<file path="src/rtl/scm_pkg.sv">
// shared types, constants and helper functions of the scanning mixer
package scm_pkg;

   // fixed-point scales
   localparam int ONE_Q16    = 65536;
   localparam int ONE_Q15    = 32768;
   localparam int FULL_VOLTS = 20480;
   localparam int WIDTH_COEF = 12648;
   localparam int GAIN_ONE   = 512;
   // floor(x/5) = (x * RECIP_FIVE) >> RECIP_SHIFT for x below 2^22
   localparam int RECIP_FIVE  = 838861;
   localparam int RECIP_SHIFT = 22;

   // pipeline depths
   localparam int CTL_LAT  = 6;
   localparam int DIV_BITS = 16;
   localparam int LANE_LAT = DIV_BITS + 6;
   localparam int MRG_LAT  = 3;

   // window position and width words
   localparam int POS_W = 22;

   // configuration register indexes
   typedef enum logic [2:0] {
      REG_SCAN_KNOB       = 3'd0,
      REG_SCAN_CV_AMOUNT  = 3'd1,
      REG_WIDTH_KNOB      = 3'd2,
      REG_WIDTH_CV_AMOUNT = 3'd3,
      REG_SLOPE_KNOB      = 3'd4,
      REG_OUTPUT_LEVEL    = 3'd5,
      REG_LEVEL_CV_AMOUNT = 3'd6,
      REG_CHANNEL_GAINS   = 3'd7
   } reg_index_type;

   typedef struct packed {
      logic [14:0] scan_knob;
      logic [15:0] scan_cv_amount;
      logic [14:0] width_knob;
      logic [15:0] width_cv_amount;
      logic [14:0] slope_knob;
      logic [15:0] output_level;
      logic [15:0] level_cv_amount;
      logic [59:0] channel_gains;
   } csr_type;

   // window description handed from the control path to the lanes
   typedef struct packed {
      logic [POS_W-1:0] pos;
      logic [POS_W-1:0] span;
      logic [16:0]      slope;
   } win_type;

   // q15 register saturated at 1.0
   function automatic logic [15:0] q15(input logic [15:0] r);
      logic [15:0] res;
      res = (r > 16'(ONE_Q15)) ? 16'(ONE_Q15) : r;
      return res;
   endfunction

   // clamp a control sum to 0..5 V
   function automatic logic [14:0] clamp_volts(input logic signed [33:0] v);
      logic [14:0] res;
      if (v[33]) begin
         res = 15'd0;
      end else if (v > 34'sd20480) begin
         res = 15'(FULL_VOLTS);
      end else begin
         res = v[14:0];
      end
      return res;
   endfunction

   // volts times 16, divided by 5, gives q16
   function automatic logic [16:0] norm16(input logic [18:0] v16);
      logic [38:0] m;
      m = v16 * 20'(RECIP_FIVE);
      return m[38:RECIP_SHIFT];
   endfunction

endpackage

</file>
<file path="src/rtl/scm_ctl.sv">
// control path: clamps and normalises the cvs, forms the scan window and the level
module scm_ctl #(
   parameter int NUM_CHANNELS = 6
) (
   input  logic                clock,
   input  logic                en,
   input  scm_pkg::csr_type    csr,
   input  logic signed [15:0]  scan_cv,
   input  logic signed [15:0]  width_cv,
   input  logic signed [15:0]  slope_cv,
   input  logic signed [15:0]  level_cv,
   input  logic                level_patched,
   output scm_pkg::win_type    win,
   output logic [31:0]         level
);

   localparam int NN      = NUM_CHANNELS * NUM_CHANNELS;
   localparam int POS_W_L = scm_pkg::POS_W;

   // stage 1
   logic signed [32:0] scan_mul_ff, width_mul_ff;
   logic signed [16:0] slope_off_ff;
   logic [18:0]        lv16_ff;
   logic               lpat_ff;
   // stage 2
   logic [18:0] sv16_ff, cv16_ff, slv16_ff;
   logic [16:0] lvn_ff;
   // stage 3
   logic [16:0] s3_ff, c3_ff, sl3_ff, k3_ff;
   // stage 4
   logic [33:0] cc4_ff;
   logic [16:0] s4_ff, sl4_ff;
   logic [31:0] lvl4_ff;
   // stage 5
   logic [14:0] w5_ff;
   logic [16:0] s5_ff, sl5_ff;
   logic [31:0] lvl5_ff;
   // stage 6
   scm_pkg::win_type win_ff, win_in;
   logic [31:0]      lvl6_ff;

   logic [14:0]        lcv_clamped;
   logic signed [33:0] scan_sum, width_sum, slope_sum;
   logic [32:0]        k_mul, lvl_mul;
   logic [30:0]        w_mul;
   logic [POS_W_L-1:0] wx, sx;

   // cv times attenuator, slope offset, level clamp
   always_comb begin
      if (level_cv[15]) begin
         lcv_clamped = 15'd0;
      end else if (level_cv > 16'sd20480) begin
         lcv_clamped = 15'(scm_pkg::FULL_VOLTS);
      end else begin
         lcv_clamped = level_cv[14:0];
      end
   end

   always_ff @(posedge clock) begin
      if (en) begin
         scan_mul_ff  <= scan_cv * $signed({1'b0, scm_pkg::q15(csr.scan_cv_amount)});
         width_mul_ff <= width_cv * $signed({1'b0, scm_pkg::q15(csr.width_cv_amount)});
         slope_off_ff <= $signed({slope_cv, 1'b0});
         lv16_ff      <= {lcv_clamped, 4'b0000};
         lpat_ff      <= level_patched;
      end
   end

   // knob plus offset, clamped
   assign scan_sum  = $signed({19'b0, csr.scan_knob}) + 34'(scan_mul_ff >>> 14);
   assign width_sum = $signed({19'b0, csr.width_knob}) + 34'(width_mul_ff >>> 14);
   assign slope_sum = $signed({19'b0, csr.slope_knob}) + 34'(slope_off_ff);

   always_ff @(posedge clock) begin
      if (en) begin
         sv16_ff  <= {scm_pkg::clamp_volts(scan_sum), 4'b0000};
         cv16_ff  <= {scm_pkg::clamp_volts(width_sum), 4'b0000};
         slv16_ff <= {scm_pkg::clamp_volts(slope_sum), 4'b0000};
         lvn_ff   <= lpat_ff ? scm_pkg::norm16(lv16_ff) : 17'(scm_pkg::ONE_Q16);
      end
   end

   // normalise, level crossfade
   assign k_mul = scm_pkg::q15(csr.level_cv_amount) * (17'(scm_pkg::ONE_Q16) - lvn_ff);

   always_ff @(posedge clock) begin
      if (en) begin
         s3_ff  <= scm_pkg::norm16(sv16_ff);
         c3_ff  <= scm_pkg::norm16(cv16_ff);
         sl3_ff <= scm_pkg::norm16(slv16_ff);
         k3_ff  <= 17'(scm_pkg::ONE_Q16) - k_mul[31:15];
      end
   end

   // width squared, master level
   assign lvl_mul = scm_pkg::q15(csr.output_level) * k3_ff;

   always_ff @(posedge clock) begin
      if (en) begin
         cc4_ff  <= c3_ff * c3_ff;
         s4_ff   <= s3_ff;
         sl4_ff  <= sl3_ff;
         lvl4_ff <= lvl_mul[31:0];
      end
   end

   // width coefficient
   assign w_mul = cc4_ff[32:16] * 14'(scm_pkg::WIDTH_COEF);

   always_ff @(posedge clock) begin
      if (en) begin
         w5_ff   <= w_mul[30:16];
         s5_ff   <= s4_ff;
         sl5_ff  <= sl4_ff;
         lvl5_ff <= lvl4_ff;
      end
   end

   // window position and width in channel half-steps
   assign wx = POS_W_L'(w5_ff);
   assign sx = POS_W_L'(s5_ff);

   always_comb begin
      win_in.pos   = POS_W_L'(2) * (POS_W_L'(scm_pkg::ONE_Q16) - wx) + POS_W_L'(NN) * wx
                   + POS_W_L'(2 * NUM_CHANNELS - 2) * sx;
      win_in.span  = POS_W_L'(4) * (POS_W_L'(scm_pkg::ONE_Q16) - wx) + POS_W_L'(2 * NN) * wx;
      win_in.slope = sl5_ff;
   end

   always_ff @(posedge clock) begin
      if (en) begin
         win_ff  <= win_in;
         lvl6_ff <= lvl5_ff;
      end
   end

   assign win   = win_ff;
   assign level = lvl6_ff;

endmodule

</file>
<file path="config.mk">
export PLATFORM = sky130hd
export DESIGN_NAME = scm_ctl
export DESIGN_NICKNAME = d
export VERILOG_FILES = /design/src/rtl/scm_pkg.sv /design/src/rtl/scm_ctl.sv
export SDC_FILE = /design/constraint.sdc
export NUM_CORES = 2
export LEC_CHECK = 0
export BUFFER_PORTS_ARGS = -buffer_cell sky130_fd_sc_hd__buf_4
export CAP_MARGIN = 5
export CORE_ASPECT_RATIO = 1.75
export CORE_MARGIN = 2
export CORE_UTILIZATION = 40
export CTS_BUF_LIST = sky130_fd_sc_hd__clkbuf_4 sky130_fd_sc_hd__clkbuf_8
export CTS_CLUSTER_DIAMETER = 40
export DETAILED_ROUTE_END_ITERATION = 16
export GPL_TIMING_DRIVEN = 0
export PLACE_DENSITY = 0.57
export SYNTH_ARGS = -nofsm -noshare
export SYNTH_HDL_FRONTEND = slang
export SYNTH_SLANG_ARGS = --single-unit
</file>
<file path="constraint.sdc">
create_clock -name clock -period 17.9 [get_ports clock]
set_input_delay 2.685 -clock clock [delete_from_list [all_inputs] [get_ports clock]]
set_output_delay 2.685 -clock clock [all_outputs]
set_load 0.02 [all_outputs]
</file>
## Yosys cells after proc, flatten, opt, wreduce, memory -nomap -nowiden

Index checks and enable logic that the tools add are counted.

| cells by class | value |
|---|---|
| add/sub/neg operators | 9 |
| multiply operators | 13 |
| magnitude comparators | 8 |
| multiplexer cells | 8 |
| reductions and logical operators | 4 |

Operators with widths:

| operator | number |
|---|---|
| $mul A15 B20 Y35 const B | 4 |
| $gt A16 B16 Y1 const B | 5 |
| $mul A16 B17 Y33 | 2 |
| $mux W16 | 4 |
| $mux W15 | 4 |
| $add A22 B21 Y22 | 2 |
| $add A16 B19 Y20 | 2 |
| $gt A20 B16 Y1 const B | 2 |
| $mul A4 B15 Y19 const A | 2 |
| $mul A17 B17 Y33 | 1 |
| $mul A16 B17 Y32 | 1 |
| $mul A17 B18 Y32 | 1 |
| $mul A17 B11 Y28 const B | 1 |
| $add A22 B22 Y22 | 1 |
| $mul A3 B17 Y20 const A | 1 |
| $add A16 B17 Y18 | 1 |
| $gt A18 B16 Y1 const B | 1 |
| $sub A17 B15 Y18 const A | 1 |
| $sub A17 B17 Y18 const A | 1 |
| $sub A17 B17 Y17 const A | 1 |
| $reduce_or A2 Y1 | 4 |

| storage, ports and cells | value |
|---|---|
| register bits | 501 |
| bits of input ports | 236 |
| output and inout bits | 93 |
| logic and storage cells | 71 |

## Depth between registers and ports, before layout

| depth | value |
|---|---|
| word-level depth | 4 |
| depth in mapped cells | 35 |
| depth with buffers taken out | 33 |

## Worst setup path before layout

Ideal clock, no wire load.

| timing | value |
|---|---|
| path kind | input-to-reg |
| start point | in csr[67] (netlist bit) |
| end point | reg k3_ff[16], data pin |
| library setup time | 258 ps |
| data arrival time | 9665 ps |
| required time | 17642 ps |
| setup slack | 7978 ps |
| cell stages on the path | 30 |
| path buffers | 2 |
| cell sequence | nor4_1 > nand4_1 > nand2_1 > clkbuf_1 > and2_1 > clkbuf_1 > nand2_1 > fa_1 > fa_1 > inv_1 > fa_1 > fa_1 > fa_1 > inv_1 > fa_1 > inv_1 > ha_1 > nand3_1 > nor2_2 > and3_1 > nor4_1 > or2_2 > ha_1 > o21ai_2 > nor3_4 > o2111ai_4 > nor4_1 > a21oi_1 > o221a_1 > xnor2_1 |

| between the ends | value |
|---|---|
| cells in the longest elaborated chain, start to end | 4 |

Ends and longest elaborated chain:

| what | line | source |
|---|---|---|
| start, declared | scm_ctl.sv:7 | `input scm_pkg::csr_type csr,` |
| $gt A16 B16 Y1 | scm_pkg.sv:56 | `res = (r > 16'(ONE_Q15)) ? 16'(ONE_Q15) : r;` |
| $mux W16 (*) | scm_pkg.sv:56 |  |
| $mul A17 B18 Y32 (*) | scm_ctl.sv:84 | `assign k_mul = scm_pkg::q15(csr.level_cv_amount) * (17'(scm_pkg::ONE_Q16) - lvn_ff);` |
| $sub A17 B17 Y17 (*) | scm_ctl.sv:91 | `k3_ff <= 17'(scm_pkg::ONE_Q16) - k_mul[31:15];` |
| end signal, assigned | scm_ctl.sv:91 |  |
| end, declared | scm_ctl.sv:29 | `logic [16:0] s3_ff, c3_ff, sl3_ff, k3_ff;` |

Every way passes the cells marked *; elsewhere a longest branch is shown, timed or not.
A chain may end at the register's enable or synchronous reset.

## Worst setup path after layout

| timing | value |
|---|---|
| start point | in csr[71] (netlist bit) |
| end point | reg k3_ff[16], data pin |

Same word-level chain as after synthesis.

==> key figures <==
Synthesis
  – Post-synthesis cell area: 0.0820 mm2
  – Async SR Flop Fraction: 0
  – Seq cells post-synth: 454
  – Synth top area share: 0.342
  – Sequential area share after synthesis: 0.166
  – Primary FF master, synth: edfxtp_1
  – Mapped Cells: 8264
  – Area leader, netlist: fa_1
  – Synth top area cells: fa_1, ha_1, edfxtp_1, inv_1, nand2_1
  – Most numerous cell in the Yosys netlist: inv_1
  – Syn avg cell area: just under 10 um2
  – Number of synthesized flops with an enable pin: 454
  – Netlist cell types: 90
  – Commonest cells in the netlist: inv_1, fa_1, ha_1, nand2_1, edfxtp_1
  – Synth Warn #: 0

Global route
  – Vias in the first global route: 63512
  – First-pass GRT wire length: 329000 um
  – Busiest grt layer: met2
  – Met2 global-route usage: 0.411
  – Pin count of the biggest net entering global routing: 121
  – Met3 Track Usage GR: 0.0266
  – Initial antenna violation count: 18
  – Met1 Use GR: 0.190
  – Total track usage: 0.201
  – Total grt overflow: 0

Clocking
  – Clk root buf: clkbuf_8
  – CTS Buf Count: 79
  – Post_cts resized: 0
  – Clk Latency, worst-skew pair: 800 ps
  – CTS tree: built
  – Hold Buf Count CTS: 0
  – CTS clock-pin slew for the worst setup and hold paths: 70 ps
  – Clk buf depth: 3
  – Post-CTS Setup Inserts: 0
  – Clock sink count: 454
  – H-tree depth: 3

Drt
  – DRC violations left: 0
  – Final WL: 206000 um
  – Vias: 56417
  – Drt pass-1 iters: 5
  – Drt wl/cell: 18.1 um
  – Post-DRT Antenna Nets: 0
  – Post-DR vias/cell: 4.97
  – DRT iter0 DRCs: 2000

Finish
  – Area grow syn2layout: 8.72%
  – Final instance area: 0.0892 mm2
  – # fillers: 19848
  – Layout cells sized above 1: 0.0543
  – Nets: between 10000 and 15000

STA
  – Fin crit share: 0.600
  – Fmax: between 0.09 and 0.1 GHz
  – Pins Over Slew Limit: 0
  – Clock skew: 46.8 ps
  – Tmin final: around 11000 ps
  – Hold Vio Cnt, Final: 0
  – Setup TNS: 0 ps
  – Worst-Margin Slew: 1350 ps
  – RSZ-0062 raised after global routing: false
  – Worst rel slew slack: 0.0954
  – Final setup viols: 0

Floorplan
  – Chip width: 346 um
  – I/O Pins: 329
  – Initial Util: 0.401
  – Height of the die: 603 um
  – Die area: 0.209 mm2
  – Row count: 220
  – Core area: 0.205 mm2

Worst setup path
  – CP required: 18410 ps
  – Worst-path fanout max: 10
  – Critical path type: input port to flop
  – CP arrival: about 11000 ps
  – WP depth: 31
  – Largest stage delay on the critical path: 600 ps
  – Reg2Reg Launch Point: lvn_ff[0]
  – R2R depth: 31
  – CP top delay family: adder cells
  – CP max stage cell: nor4_1
  – Crit path launch type: input port
  – CP Buf/Inv Count: 6
  – Worst path most repeated cell: fa_1
  – CP endpoint kind: flop
  – Setup crit start: csr[71]

Hold path
  – Worst hold path type: flop to flop
  – Hold Path Cell Cnt: 0
  – Hold Startpoint: lvl5_ff[31]

Place
  – GPL Wtd Cong: 0.942
  – Placed cell areas: 0.0875 mm2
  – Input/output buffers: 264
  – Hpwl dp: 181000 um

Job
  – Max cap viols: 0

Status
  – Outcome: completed
## registers in the layout (all words and copies together), names as in the netlist, 19 cells and up
name / flops
lvl4_ff: 32
win: 58
lvl5_ff: 32
width_mul_ff: 19
level: 32
scan_mul_ff: 19
## final timing paths
kind | end | slack, ps
max | k3_ff[16] | 7170
min | level[31] | 390
max reg2reg | k3_ff[16] | 7970
min reg2reg | level[31] | 390
## kinds of logic (layout without fill, tap and decap cells)
kind of cell / after synthesis / in the layout / share of synthesized area
simple gates: 2022 / 2022 / 0.118
xor+xnor: 331 / 331 / 0.0353
buf+inv: 2223 / 2637 / 0.102
fa+ha+maj: 2634 / 2634 / 0.530
mux: 7 / 7 / 0.000900
compound gates: 592 / 592 / 0.0479
flops: 454 / 454 / 0.166
other cells: 1 / 14 / 0.0000457
## cell usage in the layout (no fill, tap or decap), types with 27 or more instances in the layout
master	Yosys	final
nand2_1	820	820
clkbuf_8	0	79
inv_1	2040	2040
ha_1	1234	1234
fa_1	1400	1400
and3_1	84	84
xor2_1	123	123
a21o_1	57	57
o21a_1	53	53
clkbuf_1	169	169
and2_1	345	345
nand3_1	52	52
or3_1	27	27
a21oi_1	176	176
nor2b_1	88	88
xnor2_1	208	208
nand2b_1	65	65
buf_4	3	266
nor2_1	344	344
edfxtp_1	454	454
o21ai_0	97	97
nor3_1	87	87
## through the flow
| step | std cells | util | hold slack [ps] | worst slack, ps |
|---|---|---|---|---|
| 4_1_cts | 11343 | 0.436 | 397 | 7190 |
| 5_1_grt | 11349 | 0.436 | 397 | 6730 |
| 3_5_place_dp | 11198 | 0.428 | 405 | 6340 |
| 3_3_place_gp | 11194 | 0.427 | 400 | 6380 |
| 6_report | 11355 | 0.436 | 389 | 7170 |
| 2_1_floorplan | 8266 | - | 400 | 7980 |
## layer usage
metal	share of wire	wire length, um	vias up
li1	-	-	26366
met1	0.34	69000	28241
met2	0.57	117000	1219
met3	0.035	7240	573
met4	0.060	12300	18
met5	0.00055	113	-
## final cells by class
cell class | instances | area, um2 | area share
Clock buffer | 91 | 1180 | 0.0132
Inverter | 2040 | 7660 | 0.0858
Timing Repair Buffer | 269 | 2110 | 0.0237
Antenna cell | 11 | 27.5 | 0.000309
Clock inverter | 54 | 500 | 0.00561
Tap cell | 2664 | 3330 | 0.0374
Buffer | 183 | 712 | 0.00798
Sequential cell | 454 | 13600 | 0.153
Multi-Input combinational cell | 5589 | 60100 | 0.673
Power is not shown: default switching activity piles up to over one toggle a cycle in this logic, so the estimate is an artifact.
