===== src/rtl/scm_pkg.sv =====
// shared types, constants and helper functions of the scanning mixer
package scm_pkg;

   // fixed-point scales
   localparam int ONE_Q16    = 65536;
   localparam int ONE_Q15    = 32768;
   localparam int FULL_VOLTS = 20480;
   localparam int WIDTH_COEF = 12648;
   localparam int GAIN_ONE   = 512;
   // floor(x/5) = (x * RECIP_FIVE) >> RECIP_SHIFT for x below 2^22
   localparam int RECIP_FIVE  = 838861;
   localparam int RECIP_SHIFT = 22;

   // pipeline depths
   localparam int CTL_LAT  = 6;
   localparam int DIV_BITS = 16;
   localparam int LANE_LAT = DIV_BITS + 6;
   localparam int MRG_LAT  = 3;

   // window position and width words
   localparam int POS_W = 22;

   // configuration register indexes
   typedef enum logic [2:0] {
      REG_SCAN_KNOB       = 3'd0,
      REG_SCAN_CV_AMOUNT  = 3'd1,
      REG_WIDTH_KNOB      = 3'd2,
      REG_WIDTH_CV_AMOUNT = 3'd3,
      REG_SLOPE_KNOB      = 3'd4,
      REG_OUTPUT_LEVEL    = 3'd5,
      REG_LEVEL_CV_AMOUNT = 3'd6,
      REG_CHANNEL_GAINS   = 3'd7
   } reg_index_type;

   typedef struct packed {
      logic [14:0] scan_knob;
      logic [15:0] scan_cv_amount;
      logic [14:0] width_knob;
      logic [15:0] width_cv_amount;
      logic [14:0] slope_knob;
      logic [15:0] output_level;
      logic [15:0] level_cv_amount;
      logic [59:0] channel_gains;
   } csr_type;

   // window description handed from the control path to the lanes
   typedef struct packed {
      logic [POS_W-1:0] pos;
      logic [POS_W-1:0] span;
      logic [16:0]      slope;
   } win_type;

   // q15 register saturated at 1.0
   function automatic logic [15:0] q15(input logic [15:0] r);
      logic [15:0] res;
      res = (r > 16'(ONE_Q15)) ? 16'(ONE_Q15) : r;
      return res;
   endfunction

   // clamp a control sum to 0..5 V
   function automatic logic [14:0] clamp_volts(input logic signed [33:0] v);
      logic [14:0] res;
      if (v[33]) begin
         res = 15'd0;
      end else if (v > 34'sd20480) begin
         res = 15'(FULL_VOLTS);
      end else begin
         res = v[14:0];
      end
      return res;
   endfunction

   // volts times 16, divided by 5, gives q16
   function automatic logic [16:0] norm16(input logic [18:0] v16);
      logic [38:0] m;
      m = v16 * 20'(RECIP_FIVE);
      return m[38:RECIP_SHIFT];
   endfunction

endpackage


===== src/rtl/scm_lane.sv =====
// one channel lane: window position divide, triangle and slope bend, gain and sample scaling
module scm_lane #(
   parameter int SAMPLE_BITS = 16,
   parameter int IDX         = 0
) (
   input  logic                          clock,
   input  logic                          en,
   input  scm_pkg::win_type              win,
   input  logic signed [SAMPLE_BITS-1:0] sample,
   input  logic [9:0]                    gain,
   input  logic                          active,
   output logic signed [SAMPLE_BITS+1:0] prod
);

   localparam int PW   = scm_pkg::POS_W;
   localparam int NB   = scm_pkg::DIV_BITS;
   localparam int FULL = SAMPLE_BITS + 29;

   // divider stages, index 0 is the entry register
   logic [PW-1:0]          rem_ff   [NB+1];
   logic [NB-1:0]          quo_ff   [NB+1];
   logic [PW-1:0]          span_ff  [NB+1];
   logic                   zero_ff  [NB+1];
   logic                   one_ff   [NB+1];
   logic [16:0]            sl_ff    [NB+1];
   logic [9:0]             gain_ff  [NB+1];
   logic                   act_ff   [NB+1];
   logic signed [SAMPLE_BITS-1:0] smp_ff [NB+1];

   logic signed [PW:0] num;
   logic               num_zero, num_one;

   // offset of this channel and range check
   assign num      = $signed({1'b0, win.pos}) - $signed((PW + 1)'(2 * IDX * scm_pkg::ONE_Q16));
   assign num_zero = (num <= 0);
   assign num_one  = !num_zero && (num >= $signed({1'b0, win.span}));

   always_ff @(posedge clock) begin
      if (en) begin
         rem_ff[0]  <= (num_zero || num_one) ? '0 : num[PW-1:0];
         quo_ff[0]  <= '0;
         span_ff[0] <= win.span;
         zero_ff[0] <= num_zero;
         one_ff[0]  <= num_one;
         sl_ff[0]   <= win.slope;
         gain_ff[0] <= gain;
         act_ff[0]  <= active;
         smp_ff[0]  <= sample;
      end
   end

   // restoring divide, one quotient bit per stage
   for (genvar j = 0; j < NB; j++) begin : g_div
      logic [PW-1:0] r2;
      logic          ge;
      assign r2 = {rem_ff[j][PW-2:0], 1'b0};
      assign ge = (r2 >= span_ff[j]);
      always_ff @(posedge clock) begin
         if (en) begin
            rem_ff[j+1]  <= ge ? (r2 - span_ff[j]) : r2;
            quo_ff[j+1]  <= {quo_ff[j][NB-2:0], ge};
            span_ff[j+1] <= span_ff[j];
            zero_ff[j+1] <= zero_ff[j];
            one_ff[j+1]  <= one_ff[j];
            sl_ff[j+1]   <= sl_ff[j];
            gain_ff[j+1] <= gain_ff[j];
            act_ff[j+1]  <= act_ff[j];
            smp_ff[j+1]  <= smp_ff[j];
         end
      end
   end

   // triangle
   logic [16:0] x, t_in;
   logic [16:0] t_ff, ta_ff;
   logic [16:0] slt_ff, sla_ff;
   logic [9:0]  gt_ff, ga_ff, gb_ff;
   logic        at_ff, aa_ff, ab_ff, ac_ff;
   logic signed [SAMPLE_BITS-1:0] st_ff, sa_ff, sb_ff, sc_ff;
   logic [15:0] tt_ff;
   logic [17:0] g_ff;
   logic [27:0] gm_ff;
   logic signed [SAMPLE_BITS+1:0] prod_ff;
   logic [33:0] tt_mul;
   logic [32:0] sl_mul;
   logic signed [FULL-1:0] full_mul;

   always_comb begin
      if (zero_ff[NB]) begin
         x = 17'd0;
      end else if (one_ff[NB]) begin
         x = 17'(scm_pkg::ONE_Q16);
      end else begin
         x = {1'b0, quo_ff[NB]};
      end
      if (x < 17'(scm_pkg::ONE_Q16 / 2)) begin
         t_in = {x[15:0], 1'b0};
      end else begin
         t_in = 17'(2 * (18'(scm_pkg::ONE_Q16) - {1'b0, x}));
      end
   end

   always_ff @(posedge clock) begin
      if (en) begin
         t_ff   <= t_in;
         slt_ff <= sl_ff[NB];
         gt_ff  <= gain_ff[NB];
         at_ff  <= act_ff[NB];
         st_ff  <= smp_ff[NB];
      end
   end

   // t times one minus t
   assign tt_mul = t_ff * (17'(scm_pkg::ONE_Q16) - t_ff);

   always_ff @(posedge clock) begin
      if (en) begin
         tt_ff  <= tt_mul[31:16];
         ta_ff  <= t_ff;
         sla_ff <= slt_ff;
         ga_ff  <= gt_ff;
         aa_ff  <= at_ff;
         sa_ff  <= st_ff;
      end
   end

   // slope bend
   assign sl_mul = sla_ff * tt_ff;

   always_ff @(posedge clock) begin
      if (en) begin
         g_ff  <= 18'(ta_ff) + 18'(sl_mul[32:16]);
         gb_ff <= ga_ff;
         ab_ff <= aa_ff;
         sb_ff <= sa_ff;
      end
   end

   // channel gain times window gain
   always_ff @(posedge clock) begin
      if (en) begin
         gm_ff <= gb_ff * g_ff;
         ac_ff <= ab_ff;
         sc_ff <= sb_ff;
      end
   end

   // sample scaling, floor of the shift
   assign full_mul = sc_ff * $signed({1'b0, gm_ff});

   always_ff @(posedge clock) begin
      if (en) begin
         prod_ff <= ac_ff ? full_mul[SAMPLE_BITS+26:25] : '0;
      end
   end

   assign prod = prod_ff;

endmodule


===== config.mk =====
export PLATFORM = sky130hd
export DESIGN_NAME = scm_lane
export DESIGN_NICKNAME = d
export VERILOG_FILES = /design/src/rtl/scm_pkg.sv /design/src/rtl/scm_lane.sv
export SDC_FILE = /design/constraint.sdc
export NUM_CORES = 2
export LEC_CHECK = 0
export BUFFER_PORTS_ARGS = -buffer_cell sky130_fd_sc_hd__buf_2
export CAP_MARGIN = 15
export CORE_ASPECT_RATIO = 0.6
export CORE_MARGIN = 10
export CORE_UTILIZATION = 50
export CTS_BUF_LIST = sky130_fd_sc_hd__clkbuf_4
export CTS_CLUSTER_DIAMETER = 60
export CTS_CLUSTER_SIZE = 30
export DETAILED_ROUTE_END_ITERATION = 8
export GPL_ROUTABILITY_DRIVEN = 0
export PLACE_DENSITY = 0.65
export SLEW_MARGIN = 20
export SYNTH_ARGS = -nofsm -noshare
export SYNTH_HDL_FRONTEND = slang
export SYNTH_SLANG_ARGS = --single-unit

===== constraint.sdc =====
create_clock -name clock -period 8.5 [get_ports clock]
set_clock_uncertainty 0.1 [all_clocks]
set_input_delay 0.425 -clock clock [delete_from_list [all_inputs] [get_ports clock]]
set_output_delay 0.425 -clock clock [all_outputs]
set_load 0.005 [all_outputs]

; ---- After elaboration in Yosys (flattened, before gate mapping)
; Memories as Yosys holds them, arrays and structs flattened. A register that Yosys moved wholly into a read port is not among the register bits.
; Index checks and enable logic that the tools add are counted.
[op_classes]
n_addsub = 19
multipliers = 4
magnitude_cmp = 19
muxes = 22
reduce_logical = 3
[op_table]
columns = operator, count
row1 = greater-or-equal comparator 22 bit, 17
row2 = two-way mux 22 bit, 17
row3 = subtractor 22 bit, 16
row4 = two-way mux 17 bit, 3
row5 = multiplier 16 x 29 -> 43 bit, 1
row6 = multiplier 17 x 16 -> 33 bit, 1
row7 = multiplier 18 x 18 -> 32 bit, 1
row8 = multiplier 10 x 18 -> 28 bit, 1
row9 = less-or-equal comparator 22 x 1 -> 1 bit (second input constant), 1
row10 = adder 17 x 17 -> 18 bit, 1
row11 = subtractor 17 x 17 -> 18 bit (first input constant), 1
row12 = less-than comparator 17 x 16 -> 1 bit (second input constant), 1
row13 = subtractor 1 x 16 -> 16 bit (first input constant), 1
row14 = two-way mux 1 bit, 2
row15 = logical AND 1 bit, 1
row16 = zero test 1 bit, 1
row17 = logical OR 1 bit, 1
[word_totals]
register_bits = 202
mem_bits_rw = 1802
output_inout_bits = 18
word_cells = 91
n_memories = 9
[memory_table]
columns = name, depth, word_bits, rd, rd_ports_with_merged_regs, wr, line
row1 = rem_ff, 17, 22, 16, 0, 17, scm_lane.sv:20  ; logic [PW-1:0] rem_ff [NB+1];
row2 = span_ff, 17, 22, 16, 0, 17, scm_lane.sv:22  ; logic [PW-1:0] span_ff [NB+1];
row3 = sl_ff, 17, 17, 17, 1, 17, scm_lane.sv:25  ; logic [16:0] sl_ff [NB+1];
row4 = quo_ff, 17, 16, 17, 0, 17, scm_lane.sv:21  ; logic [NB-1:0] quo_ff [NB+1];
row5 = smp_ff, 17, 16, 17, 1, 17, scm_lane.sv:28  ; logic signed [SAMPLE_BITS-1:0] smp_ff [NB+1];
row6 = gain_ff, 17, 10, 17, 1, 17, scm_lane.sv:26  ; logic [9:0] gain_ff [NB+1];
row7 = +3 memories, -, -, -, -, -, -

; ---- Longest topological paths before layout
[depth]
depth_word = 5
ltp_mapped = 36

; ---- Worst setup path before layout
; Ideal clock, no wire load.
[synth_timing]
kind = reg2reg
start = reg t_ff[1]
end = reg tt_ff[15], data pin
setup_time_ns = 0.260
arrival_time_ns = 7.423
required_time_ns = 8.140
setup_slack_ns = 0.717
stages_incl_launch_ff = 32
n_path_buf = 3
period_less_slack_ns = 7.783
path_cell_list = edfxtp_1 clkbuf_1 inv_1 clkbuf_1 ha_1 inv_1 or4_1 or3_1 nor3_1 ha_1 clkbuf_1 nand2b_1 fa_1 fa_1 inv_1 fa_1 inv_1 fa_1 fa_1 inv_1 fa_1 ha_1 a21o_1 a21o_1 a21oi_1 o21ai_0 nand3_1 nand2_1 o41ai_2 o21bai_1 a21oi_1 xnor2_1
[synth_via]
elab_chain_len = 2
[synth_rtl]
columns = element, line
row1 = "start, declared", scm_lane.sv:75  ; logic [16:0] t_ff, ta_ff;
row2 = "start signal, assigned", scm_lane.sv:105  ; t_ff <= t_in;
row3 = subtractor 17 x 17 -> 18 bit, scm_lane.sv:114  ; assign tt_mul = t_ff * (17'(scm_pkg::ONE_Q16) - t_ff);
row4 = multiplier 18 x 18 -> 32 bit *, scm_lane.sv:114
row5 = named net tt_mul[31], scm_lane.sv:84  ; logic [33:0] tt_mul;
row6 = "end signal, assigned", scm_lane.sv:118  ; tt_ff <= tt_mul[31:16];
row7 = "end, declared", scm_lane.sv:80  ; logic [15:0] tt_ff;
; Mark *: on every way through the listed nets, which the timed path passes. The rest lies on a longest branch.
; A chain may end at the register's enable or synchronous reset.

; ---- Final worst setup path
[layout_timing]
start = reg t_ff[4]
end = reg tt_ff[7], data pin
; The elaborated chain is that of the path after synthesis.

==> results.cfg <==
[clocking]
cts_buffer_depth = 3
clkLatencyLatePin_ps = 1260
htree_levels = 3
cts_sinks = 1850
cts.reportedPaths.clkPinSlew_ps = 240
root_buffer = clkbuf_4
cts_tree = yes
numCtsBuffers = 106

[min_path]
hold_class = in -> reg

[yosys]
avgSynthCellArea_um2 = 12.6
syn_inst = 8974
synth_top_area_frac = 0.490
synth_top_area_cell = edfxtp_1
yosysWarnings = 0
ys_ff_latch = 1850
ys_top_cells_by_count = edfxtp_1 (1,850), inv_1 (1,477), fa_1 (918), ha_1 (814), nand2_1 (716)
synth_cell_types = 83
post-synth-top-count-cell = edfxtp_1
syn_nets = 10800
synthFlopType = edfxtp_1
synth_edf_count = 1850
synth_area_leaders = edfxtp_1 (49%), fa_1 (16%), ha_1 (9.0%)
seq_area_frac_synth = 0.490
ys_async_sr_fraction = 0
netlist_area_um2 = 113000

[floorplan]
initial_core_util = 0.502
die-area_um2 = 247000
rows = 135
coreArea_um2 = 225000
fp.dieH_um = 389
io_pins = 108
chipWidth_um = 634

[critical_path]
crit_end = tt_ff[7]
critical_path.slowest_cell = or4_1
reg2reg_to = tt_ff[7]
cp.required_ps = 9290
critPathLaunchType = register
worst-setup-path-type = reg -> reg
cp_max_fo = 15
reg2regPathDepth = 25
r2r_slack_ps = 310
arrival_ps = 8980
critPathLaunch = t_ff[4]
worstReg2RegStart = t_ff[4]
endpoint_kind = register
critPathMaxStageDelay_ps = 570

[timing]
fin_ws_ps = 314
timing.slew.headroom = 0.230
rsz0062_at_grt = true
finalMaxSlewViolations = 0
worst_pin_slew_ps = 1140
whs_ps = 197
finalHoldViolCount = 0
fin_tns_setup_ps = 0
fin_crit_ps = 8190
max_freq_mhz = 122
post-route-period-util = 0.963
finalSetupViolations = 0

[flow_run]
drv_cap = 0

[global_route]
track_usage = 0.188
grt_max_degree = 189
grt_pass1_vias = 66600
antenna_found_initial = 13
gr-total-overflow = 0
grt_pass1_wl_um = 372000

[placed_design]
port_buffers = 107
dp_slack_ps = 67.2
place_area_um2 = 118000
place_hpwl_um = 176000

[route]
antenna_left = 0
drt_iter0_drc = 5838
wl_per_cell_um = 18.9
via_per_inst = 5.36
drc = 0
vias = 66400
first_pass_iters = 7
wirelength_um = 234000

[final_layout]
syn2layout_area_growth_pct = 7.58
stdcell_area_um2 = 122000
multi_input_area_um2 = 51300
nNetsFinal = 11100
fill_cells = 18600
regArea_um2 = 55600
drive_above_1_share = 0.0735

[outcome]
status = finished clean
[registers in the layout, summed over array words and instances (netlist names), 17 cells and up]
signal,count
sla_ff,17
one_ff,17
g_ff,18
slt_ff,17
smp_ff,272
act_ff,17
sl_ff,289
span_ff,352
zero_ff,17
prod,18
quo_ff,136
gm_ff,28
gain_ff,170
rem_ff,336
[per-layer routing]
| layer | up-vias | share of wire | GRT usage |
|---|---|---|---|
| li1 | 30800 | - | - |
| met1 | 33100 | 0.50 | 0.308 |
| met2 | 2184 | 0.40 | 0.259 |
| met3 | 261 | 0.082 | 0.0363 |
| met4 | 0 | 0.015 | 0.0316 |
| met5 | - | 0 | 0 |
[area by class of cell]
type,instances,area share
Tap cell,3014,0.0309
Multi-Input combinational cell,5413,0.421
Inverter,1478,0.0455
Clock buffer,108,0.00665
Antenna cell,9,0.000185
Clock inverter,80,0.0103
Timing Repair Buffer,433,0.0297
Sequential cell,1850,0.456
[cells by family (layout without fill, tap and decap cells)]
group / count (synthesis) / in the layout / share of synthesized area
buf+inv: 1711 / 2099 / 0.0577
other cells: 0 / 9 / 0
flops: 1850 / 1850 / 0.490
mux: 220 / 220 / 0.0221
compound gates: 1061 / 1061 / 0.0609
xor+xnor: 334 / 334 / 0.0258
fa+ha+maj: 1732 / 1732 / 0.252
simple gates: 2066 / 2066 / 0.0908
[critical path, delay by kind of cell, from the launching register on]
kind / cells / cell delay (ps)
AND/OR/NAND/NOR: 7 / 2220
buffers and inverters: 6 / 350
adder cells (fa/ha/maj): 8 / 3710
AO/OA/AOI/OAI: 4 / 950
flip-flops: 1 / 450
[worst min path at each step]
stage                         from        endpoint  slack [ps]  cells after the start
finish                          en    sl_ff[0][14]         200                      2
global route               gain[6]   gain_ff[0][6]         110                      3
CTS                             en   sl_ff[11][14]          50                      2
detailed placement      act_ff[13]      act_ff[14]         300                      0
global placement    quo_ff[0][177]  quo_ff[0][194]         300                      0
floorplan                    at_ff           aa_ff         300                      0
[what timing repair did]
item                                    4_1_cts  5_1_grt
endpoints found under the setup margin        0        7
resized for setup                             0       14
setup buffers                                 0       26
hold endpoints to repair                    634        0
hold buffers                                197        0
[layout by cell type, fill, tap and decap left out, drive strengths merged, types with 109 or more instances in the layout]
cell            n
mux2          194
fa            918
buf           236
edfxtp       1850
dlygate4sd3   197
ha            814
nor2          297
a21oi         332
and2          405
nor2b         109
a21o          158
nand2b        185
xnor2         237
nand2         716
inv          1515
o21ai         202
[metrics by stage]
stage,instances,util
4_1_cts,12400,0.539
6_report,12400,0.540
2_1_floorplan,8974,-
3_5_place_dp,12000,0.521
3_3_place_gp,12000,0.521
5_1_grt,12400,0.540
Power is not shown: default switching activity piles up to over one toggle a cycle in this logic, so the estimate is an artifact.
